==> src/design/tcw_pkg.sv <==
// shared types and constants of the text console writer
// no dependencies; used by every module of the block but tcw_ram
`default_nettype none

package tcw_pkg;

    // request function codes
    localparam logic [1:0] FUNC_PUT   = 2'd0;
    localparam logic [1:0] FUNC_CLEAR = 2'd1;
    localparam logic [1:0] FUNC_READ  = 2'd2;

    // character codes and the reset fill attribute
    localparam logic [7:0] NEWLINE_CODE = 8'd10;
    localparam logic [7:0] SPACE_CODE   = 8'd32;
    localparam logic [7:0] FILL_RESET   = 8'h0F;

    // one cell: attribute in the high byte, character in the low byte
    localparam int CELL_W = 16;

    // cell store write source
    localparam logic [1:0] WR_NONE  = 2'd0;
    localparam logic [1:0] WR_CHAR  = 2'd1;
    localparam logic [1:0] WR_BLANK = 2'd2;
    localparam logic [1:0] WR_COPY  = 2'd3;

    // cell store read address source
    localparam logic [1:0] RD_IDX        = 2'd0;
    localparam logic [1:0] RD_AHEAD      = 2'd1;
    localparam logic [1:0] RD_AHEAD_NEXT = 2'd2;

    typedef struct packed {
        logic [1:0]  func;
        logic [7:0]  char_code;
        logic [7:0]  color;
        logic [10:0] cell_index;
    } in_item_t;

    typedef struct packed {
        logic [6:0] cursor_col;
        logic [4:0] cursor_row;
        logic [7:0] read_char;
        logic [7:0] read_attr;
    } out_item_t;

    // controller to datapath
    typedef struct packed {
        logic       latch_item;
        logic [1:0] wr_sel;
        logic       blank_reset;
        logic       rd_en;
        logic [1:0] rd_sel;
        logic       cnt_clr;
        logic       cnt_inc;
        logic       cursor_put;
        logic       cursor_home;
        logic       rd_clear;
        logic       rd_capture;
        logic       out_load;
    } ctl_cmd_t;

    // datapath to controller
    typedef struct packed {
        logic [1:0] func;
        logic       is_newline;
        logic       scroll_needed;
        logic       cnt_last_fill;
        logic       cnt_last_copy;
        logic       out_free;
    } dp_sts_t;

endpackage

`default_nettype wire

==> src/design/tcw_ctrl.sv <==
// controller state machine of the text console writer
// depends on tcw_pkg for command and status structs and codes
`default_nettype none

module tcw_ctrl (
    input  wire logic             clk,
    input  wire logic             rst_n,
    input  wire logic             in_valid,
    output logic                  in_stall,
    input  wire tcw_pkg::dp_sts_t sts,
    output tcw_pkg::ctl_cmd_t     cmd
);

    import tcw_pkg::*;

    localparam logic [3:0] S_INIT  = 4'd0;
    localparam logic [3:0] S_IDLE  = 4'd1;
    localparam logic [3:0] S_EXEC  = 4'd2;
    localparam logic [3:0] S_READ  = 4'd3;
    localparam logic [3:0] S_CLEAR = 4'd4;
    localparam logic [3:0] S_SCR0  = 4'd5;
    localparam logic [3:0] S_SCR1  = 4'd6;
    localparam logic [3:0] S_BLANK = 4'd7;
    localparam logic [3:0] S_DONE  = 4'd8;

    logic [3:0] state_reg;
    logic [3:0] state_next;

    // state register
    always_ff @(posedge clk or negedge rst_n)
    begin
        if (!rst_n)
        begin
            state_reg <= S_INIT;
        end
        else
        begin
            state_reg <= state_next;
        end
    end

    // requests are taken only when nothing is in progress
    assign in_stall = (state_reg != S_IDLE);

    // next state and commands
    always_comb
    begin
        state_next = state_reg;
        cmd        = '0;
        cmd.wr_sel = WR_NONE;
        cmd.rd_sel = RD_IDX;
        case (state_reg)
            S_INIT:
            begin
                cmd.wr_sel      = WR_BLANK;
                cmd.blank_reset = 1'b1;
                cmd.cnt_inc     = 1'b1;
                if (sts.cnt_last_fill)
                begin
                    cmd.cnt_clr = 1'b1;
                    state_next  = S_IDLE;
                end
            end
            S_IDLE:
            begin
                if (in_valid)
                begin
                    cmd.latch_item = 1'b1;
                    state_next     = S_EXEC;
                end
            end
            S_EXEC:
            begin
                cmd.cnt_clr = 1'b1;
                case (sts.func)
                    FUNC_PUT:
                    begin
                        cmd.wr_sel     = sts.is_newline ? WR_NONE : WR_CHAR;
                        cmd.cursor_put = 1'b1;
                        cmd.rd_clear   = 1'b1;
                        state_next     = sts.scroll_needed ? S_SCR0 : S_DONE;
                    end
                    FUNC_CLEAR:
                    begin
                        cmd.cursor_home = 1'b1;
                        cmd.rd_clear    = 1'b1;
                        state_next      = S_CLEAR;
                    end
                    FUNC_READ:
                    begin
                        cmd.rd_en  = 1'b1;
                        cmd.rd_sel = RD_IDX;
                        state_next = S_READ;
                    end
                    default:
                    begin
                        cmd.rd_clear = 1'b1;
                        state_next   = S_DONE;
                    end
                endcase
            end
            S_READ:
            begin
                cmd.rd_capture = 1'b1;
                state_next     = S_DONE;
            end
            S_CLEAR:
            begin
                cmd.wr_sel  = WR_BLANK;
                cmd.cnt_inc = 1'b1;
                if (sts.cnt_last_fill)
                begin
                    cmd.cnt_clr = 1'b1;
                    state_next  = S_DONE;
                end
            end
            S_SCR0:
            begin
                // prime the copy: fetch the first cell of the second row
                cmd.rd_en  = 1'b1;
                cmd.rd_sel = RD_AHEAD;
                state_next = S_SCR1;
            end
            S_SCR1:
            begin
                cmd.wr_sel  = WR_COPY;
                cmd.cnt_inc = 1'b1;
                if (sts.cnt_last_copy)
                begin
                    state_next = S_BLANK;
                end
                else
                begin
                    cmd.rd_en  = 1'b1;
                    cmd.rd_sel = RD_AHEAD_NEXT;
                end
            end
            S_BLANK:
            begin
                cmd.wr_sel  = WR_BLANK;
                cmd.cnt_inc = 1'b1;
                if (sts.cnt_last_fill)
                begin
                    cmd.cnt_clr = 1'b1;
                    state_next  = S_DONE;
                end
            end
            S_DONE:
            begin
                if (sts.out_free)
                begin
                    cmd.out_load = 1'b1;
                    state_next   = S_IDLE;
                end
            end
            default:
            begin
                state_next = S_IDLE;
            end
        endcase
    end

endmodule

`default_nettype wire

==> config.mk <==
export PLATFORM = sky130hd
export DESIGN_NAME = tcw_ctrl
export DESIGN_NICKNAME = d
export VERILOG_FILES = /design/src/design/tcw_pkg.sv /design/src/design/tcw_ctrl.sv
export SDC_FILE = /design/constraint.sdc
export NUM_CORES = 1
export LEC_CHECK = 0
export BUFFER_PORTS_ARGS = -buffer_cell sky130_fd_sc_hd__buf_2
export CORE_AREA = 4 4 41 43
export DETAILED_ROUTE_END_ITERATION = 8
export DIE_AREA = 0 0 45 47
export HOLD_SLACK_MARGIN = 0.15
export PLACE_DENSITY = 0.81
export SYNTH_ARGS = -nofsm -noshare
export SYNTH_HDL_FRONTEND = slang
export SYNTH_SLANG_ARGS = --single-unit
export TNS_END_PERCENT = 100
==> constraint.sdc <==
create_clock -name clk -period 2.7 [get_ports clk]
set_input_delay 0.27 -clock clk [delete_from_list [all_inputs] [get_ports clk]]
set_output_delay 0.27 -clock clk [all_outputs]
set_load 0.02 [all_outputs]
======== After elaboration in Yosys (flattened, before gate mapping) ========
Index checks and enable logic that the tools add are counted.
cells by class
  shift operators ......................... 0
  add/sub/neg operators ................... 0
  eq/ne operators ......................... 16
  $lt $le $gt $ge ......................... 0
  muxes and demuxes ....................... 27
  div/mod/pow operators ................... 0
  multiply operators ...................... 0
  reductions and logical operators ........ 6
  bitwise operators ....................... 0
operator list
  kind                  count
  $pmux W4 S8           1
  $mux W4               6
  $eq A4 B3 Y1 const B  4
  $mux W1               13
  $pmux W4 S3           1
  $mux W3               3
  $pmux W3 S3           1
  $eq A4 B2 Y1 const B  2
  $ne A2 B2 Y1 const B  4
  $pmux W2 S3           1
  $reduce_and A5 Y1     1
  $eq A4 B1 Y1 const B  1
  $eq A4 B4 Y1 const B  1
  $logic_not A4 Y1      1
  $ne A4 B1 Y1 const B  1
  $reduce_or A4 Y1      1
  $reduce_or A3 Y1      1
  $eq A2 B1 Y1 const B  1
  $eq A2 B2 Y1 const B  1
  $logic_not A2 Y1      1
  $ne A2 B1 Y1 const B  1
  $pmux W1 S2           1
  $reduce_or A2 Y1      1
storage, ports and cells
  RAM bits ................................ 0
  bits in latches ......................... 0
  bits in registers ....................... 4
  word-level logic and storage cells ...... 50
  bits in read-only memories .............. 0
  output and inout bits ................... 15
  memories ................................ 0
  input bits .............................. 10

======== Logic depth before layout (Yosys ltp) ========
Gate-level depths: netlist of the first run.
  depth after elaboration ................. 4
  depth in mapped cells ................... 6
  mapped depth without buffers ............ 6

======== Worst setup path after synthesis of the first run ========
No wires, ideal clock.
  path kind ............................... register to output
  from .................................... reg state_reg[0]
  to ...................................... out cmd[3] in the netlist's numbering
  cell stages (with the launch flop) ...... 4
  data required time ...................... 2.430 ns
  path slack .............................. 0.931 ns
  data arrival time ....................... 1.499 ns
  buffers on the path ..................... 1
  cells stage by stage .................... dfrtp_1 > nand2b_1 > clkbuf_1 > nor4b_1
RTL lines
  item                    RTL line        source
  start, declared         tcw_ctrl.sv:26  logic [3:0] state_reg;
  start signal, assigned  tcw_ctrl.sv:38  state_reg <= state_next;
  end, declared           tcw_ctrl.sv:11  output tcw_pkg::ctl_cmd_t cmd

==> impl_metrics.ini, run 1 <==
[clocking]
cts_max_path_buffers = 2
path_clk_slew_ns = 0.03
cts.sinks = 4
holdBufCountCts = 1
cts_setup_buffers = 0
cts-root-buf = clkbuf_4
clock_latency_ns = 0.23
tritoncts = built
cts_buffers = 3
post_cts_resized = 0
ctsHtreeMaxLevel = 1

[timing]
max_freq_mhz = 505
fin_crit_ns = 1.98
fin_crit_sh_pct = 73.3
final.setup_skew_ns = 0.00408
fin_tns_setup_ns = 0
finalHoldViolations = 0
slew_viol_final = 0
slew_headroom_pct = 61.1
grt_setup_unrepaired = false
max_slew.worst_pin.slew_ns = 0.583
final-setup-viol-count = 0

[critical_path]
critPathArrivalTime_ns = 1.71
cp.required_ns = 2.43
path_class = reg2out
cp_max_fo = 16
endpoint_kind = primary output
startpoint_type = register

[power_and_ir_drop]
ir_worst_vdd_uv = 576
pwr-share-comb_pct = 65.0
swShare_pct = 56.1
p_int_mw = 0.330
p_switching_mw = 0.421
powerDensity_nw_per_um2 = 1120
power_frac_clock_pct = 9.5
p_seq_share_pct = 25.5
power.leakage_nw = 0.356

[route]
drt_wl_total_um = 1440
dr_total_vias = 638
drtAntennaViolNets = 0
vias_per_cell = 5.70
route.detailed.drc = 0
dr.pass1.iters = 4
initialDrtViolationCount = 18
detail_route.wl_per_cell_um = 12.8

[min_path]
hold_class = in2reg

[finish]
postLayoutCellArea_um2 = 672
fin_nets = 112
largest_reg_flops = 4
antenna_cells = 0
area_growth_pct = 27.0
drive_gt1_share_pct = 30.9
seq_area_um2 = 100
nFillCells = 149
multi_input_area_um2 = 385

[status]
status = finished, final reports clean

[floorplan]
die_h_um = 47
die_w_um = 45
ios = 25
row_count = 13
die_area_um2 = 2120
initial_utilization_pct = 40.7
core-area_um2 = 1300

[synth]
synth_cells = 76
syn-cell-area_um2 = 529
ys_types = 29
ys_warn_count = 0
synth_nets = 89
syn_avg_cell_area_um2 = 6.96
yosysSeqAreaShare_pct = 18.9
synth-seq-cells = 4

[grt]
grt.total_usage_pct = 14.3
antenna_found_initial = 0
grt_pass1_vias = 525
grt_pass1_wl_um = 2240
grt_max_degree = 21
grt_overflow = 0

[flow_run]
drv_cap = 0

[placement]
place_area_um2 = 639
dp_hpwl_um = 1110
portBuffers = 24
gp_congestion = 0.747
==> routing by layer <==
metal | up-vias | part of all wire (%) | global-route usage, %
li1 | 318 | - | -
met1 | 293 | 39 | 17.2
met2 | 25 | 51 | 24.9
met3 | 2 | 9.5 | 3.45
met4 | 0 | 0.84 | 4.68
met5 | - | 0 | 0
==> cell type report <==
type	count	share of cell area, %
clock buffers	3	3.35
inverters	4	2.23
flip-flops and latches	4	14.9
repair buffers	25	19.4
multi-input cells	61	57.4
well taps	15	2.79
==> cell usage in the layout (no fill, tap or decap), drive strengths merged, types with 4 or more instances in the layout <==
cell | netlist | final
buf | 2 | 24
a21oi | 7 | 7
and3 | 4 | 4
nand2 | 5 | 5
inv | 4 | 4
dfrtp | 4 | 4
nor3 | 5 | 5
nor2 | 10 | 10
==> through the flow <==
step	hold WS [ns]	total power [mW]	worst slack, ns	util (%)	instances
3_5_place_dp	0.0750	0.678	0.970	49.1	108
2_1_floorplan	-0.0256	0.545	0.931	-	76
4_1_cts	0.272	0.754	0.727	51.6	112
6_report	0.273	0.751	0.721	51.6	112
3_3_place_gp	0.0760	0.666	1.07	49.1	108
5_1_grt	0.271	0.819	0.565	51.6	112
==> path summary, 6_finish.rpt <==
path	from	end	slack, ns	cells after the start
max	state_reg[0]$_DFFE_PN0P_	cmd[9]	0.72	4
min	sts[0]	state_reg[3]$_DFFE_PN0P_	0.27	2
max reg2reg	state_reg[0]$_DFFE_PN0P_	state_reg[0]$_DFFE_PN0P_	0.99	4
min reg2reg	state_reg[0]$_DFFE_PN0P_	state_reg[1]$_DFFE_PN0P_	0.74	2
max in group asynchronous	rst_n	state_reg[0]$_DFFE_PN0P_	2.22	2
min in group asynchronous	rst_n	state_reg[2]$_DFFE_PN0P_	0.37	2
==> kinds of logic after synthesis <==
logic type | synth area share, %
AND/OR/NAND/NOR | 35.2
AO/OA/AOI/OAI | 26.5
buffers and inverters | 8.27
flip-flops | 18.9
adder cells (fa/ha/maj) | 7.09
multiplexers | 4.02
==> cells in the mapped netlist <==
cell,n,share of area (%)
nor3b_1,1,1.4
clkbuf_1,5,3.5
a21oi_1,7,6.6
inv_1,4,2.8
nor3_1,5,4.7
nor2b_1,2,2.4
a31o_2,1,1.7
and3_1,4,4.7
ha_1,3,7.1
buf_2,2,1.9
nor2_1,10,7.1
nand2_1,5,3.5
a22oi_1,1,1.4
nor4b_1,2,3.3
nor4_1,2,2.4
o41a_1,1,2.1
dfrtp_1,4,19
o22ai_1,1,1.2
a221o_1,1,1.9
o21bai_1,1,1.4
o21ai_0,3,2.8
nand3b_1,1,1.4
mux2i_1,1,1.9
nand2b_1,2,2.4
o41ai_2,1,3.1
nand3_1,2,1.9
mux2_2,1,2.1
o211ai_1,1,1.4
a21o_1,2,2.8
==> power groups by stage <==
stage	Clock (mW)	Sequential (mW)	Combinational, mW
3_3_place_gp	0	0.184	0.482
6_report	0.0714	0.192	0.488
5_1_grt	0.0760	0.208	0.535
2_1_floorplan	0	0.104	0.440
4_1_cts	0.0739	0.189	0.491
3_5_place_dp	0	0.190	0.488
==> critical path: stages, from the launching register on <==
cell and delay [ns]:
dfrtp_1 0.59, nor2b_1 0.40, o21ai_0 0.13, a21oi_1 0.17, buf_2 0.19
Note: power is estimated with default switching activity, not from simulation.
==> inputs of run 2 (changes only) <==
- clock period: 2.7 -> 1.9 ns (I/O delays scaled with it)
==> run 2 against run 1 <==
Compared with the run above:
- sequential cell count stayed put
- sequential power is 39% higher
- via count is 3.1% higher
- total power is 47% higher
==> impl_metrics.ini, run 2 (synthesis gave the netlist of run 1 again) <==
[grt]
grt_pass1_wl_um = 2230
grt.total_usage_pct = 14.0
grt_pass1_vias = 532
antenna_found_initial = 0
grt_max_degree = 19
grt_overflow = 0

[power_and_ir_drop]
ir_worst_vdd_uv = 857
swShare_pct = 55.8
power_frac_clock_pct = 9.8
p_switching_mw = 0.614
power.leakage_nw = 0.361
pwr-share-comb_pct = 66.0
p_seq_share_pct = 24.3
powerDensity_nw_per_um2 = 1600
p_int_mw = 0.488

[placement]
portBuffers = 24
dp_hpwl_um = 1090
gp_congestion = 0.773

[critical_path]
path_class = reg2out
critPathArrivalTime_ns = 1.55
startpoint = state_reg[0]$_DFFE_PN0P_
rr_worst_depth = 3
regToRegStartpoint = state_reg[1]$_DFFE_PN0P_
endpoint_kind = primary output
cp_max_fo = 16
reg2reg_to = state_reg[2]$_DFFE_PN0P_
startpoint_type = register
reg2reg_slack_ns = 0.38
cp.required_ns = 1.71
cp-endpoint = cmd[9]

[clocking]
cts-root-buf = clkbuf_4
path_clk_slew_ns = 0.04
cts_buffers = 3
ctsHtreeMaxLevel = 1
cts_max_path_buffers = 2
cts_setup_buffers = 0
cts.sinks = 4
clock_latency_ns = 0.24
tritoncts = built

[timing]
fin_crit_sh_pct = 91.5
final-setup-viol-count = 0
fin_crit_ns = 1.74
max_freq_mhz = 575
slew_headroom_pct = 65.2
final.setup_skew_ns = 0.00883
max_slew.worst_pin.slew_ns = 0.522
finalHoldViolations = 0
slew_viol_final = 0
whs_ns = 0.181
grt_setup_unrepaired = false
fin_tns_setup_ns = 0

[route]
drt_wl_total_um = 1470
vias_per_cell = 5.82
dr_total_vias = 658
dr.pass1.iters = 6
initialDrtViolationCount = 17
drtAntennaViolNets = 0
route.detailed.drc = 0
detail_route.wl_per_cell_um = 13.0

[floorplan]
initial_utilization_pct = 40.7
ios = 25
core-area_um2 = 1300
die_w_um = 45
row_count = 13
die_h_um = 47
die_area_um2 = 2120

[finish]
fin_util_pct = 52.8
nFillCells = 144
drive_gt1_share_pct = 35.7
multi_input_area_um2 = 390
fin_nets = 113
area_growth_pct = 29.8
antenna_cells = 0
largest_reg_flops = 4
final_common_cell = buf_2
layout_common_cells = buf_2 (24), nor2_1 (10), a21oi_1 (7)
seq_area_um2 = 103

[flow_run]
drv_cap = 0

[status]
status = finished, final reports clean

[min_path]
hold_class = in2reg
## run 2: changes by cell type in the layout (fill, tap and decap cells not counted)
| cell | before | now |
|---|---|---|
| buf_4 | 0 | 1 |
| nor2b_1 | 2 | 1 |
| nor2b_2 | 0 | 1 |
| dfrtp_2 | 0 | 2 |
| nand2b_1 | 2 | 1 |
| nand2b_2 | 0 | 1 |
| dfrtp_1 | 4 | 2 |
## run 2: cell type report
class | count | area share [%]
inverter | 4 | 2.19
timing repair buffer | 26 | 20.0
tap | 15 | 2.73
clock buffer | 3 | 3.28
multi-input combinational | 61 | 56.8
sequential | 4 | 14.9
## run 2: worst min path at each step
stage               startpoint                       end  slack, ns  depth (start not counted)
global placement         rst_n  state_reg[2]$_DFFE_PN0P_     -0.005                          1
finish                  sts[0]  state_reg[3]$_DFFE_PN0P_       0.18                          2
global route            sts[0]  state_reg[3]$_DFFE_PN0P_       0.19                          2
detailed placement       rst_n  state_reg[1]$_DFFE_PN0P_     -0.005                          1
floorplan                rst_n  state_reg[0]$_DFFE_PN0P_      -0.11                          0
CTS                     sts[0]  state_reg[3]$_DFFE_PN0P_       0.18                          2
## run 2: metrics by stage
stage / power, mW / instance area (um2) / setup WS [ns] / instances
after floorplan: 0.774 / 529 / 0.211 / 76
after global placement: 0.953 / 647 / 0.348 / 109
after detailed placement: 0.970 / 647 / 0.281 / 109
after CTS: 1.08 / 679 / 0.0208 / 113
after global routing: 1.18 / 687 / 0.0394 / 113
final: 1.10 / 687 / 0.162 / 113
## run 2: timing repair
action	in CTS	in global routing
hold endpoints to repair	4	0
hold buffers	1	0
gates resized for setup	0	4
endpoints found under the setup margin	0	5
## run 2: worst max-delay path, cell delays in order, from the launching register on
cell,delay [ns]
dfrtp_2,0.49
nand2b_2,0.28
nor2_1,0.16
nand2_1,0.07
a21oi_1,0.12
buf_2,0.18
## run 2: power by group through the flow
stage | sequential (mW) | combinational [mW] | clock [mW]
2_1_floorplan | 0.148 | 0.626 | 0
3_3_place_gp | 0.251 | 0.702 | 0
3_5_place_dp | 0.258 | 0.713 | 0
4_1_cts | 0.257 | 0.720 | 0.105
5_1_grt | 0.281 | 0.794 | 0.107
6_report | 0.267 | 0.727 | 0.108
## run 2: per-layer routing
layer / up-vias / share of wire, % / global-route usage [%]
li1: 319 / - / -
met1: 301 / 43 / 17.9
met2: 36 / 49 / 24.0
met3: 2 / 7.5 / 1.92
met4: 0 / 0.34 / 5.26
met5: - / 0 / 0
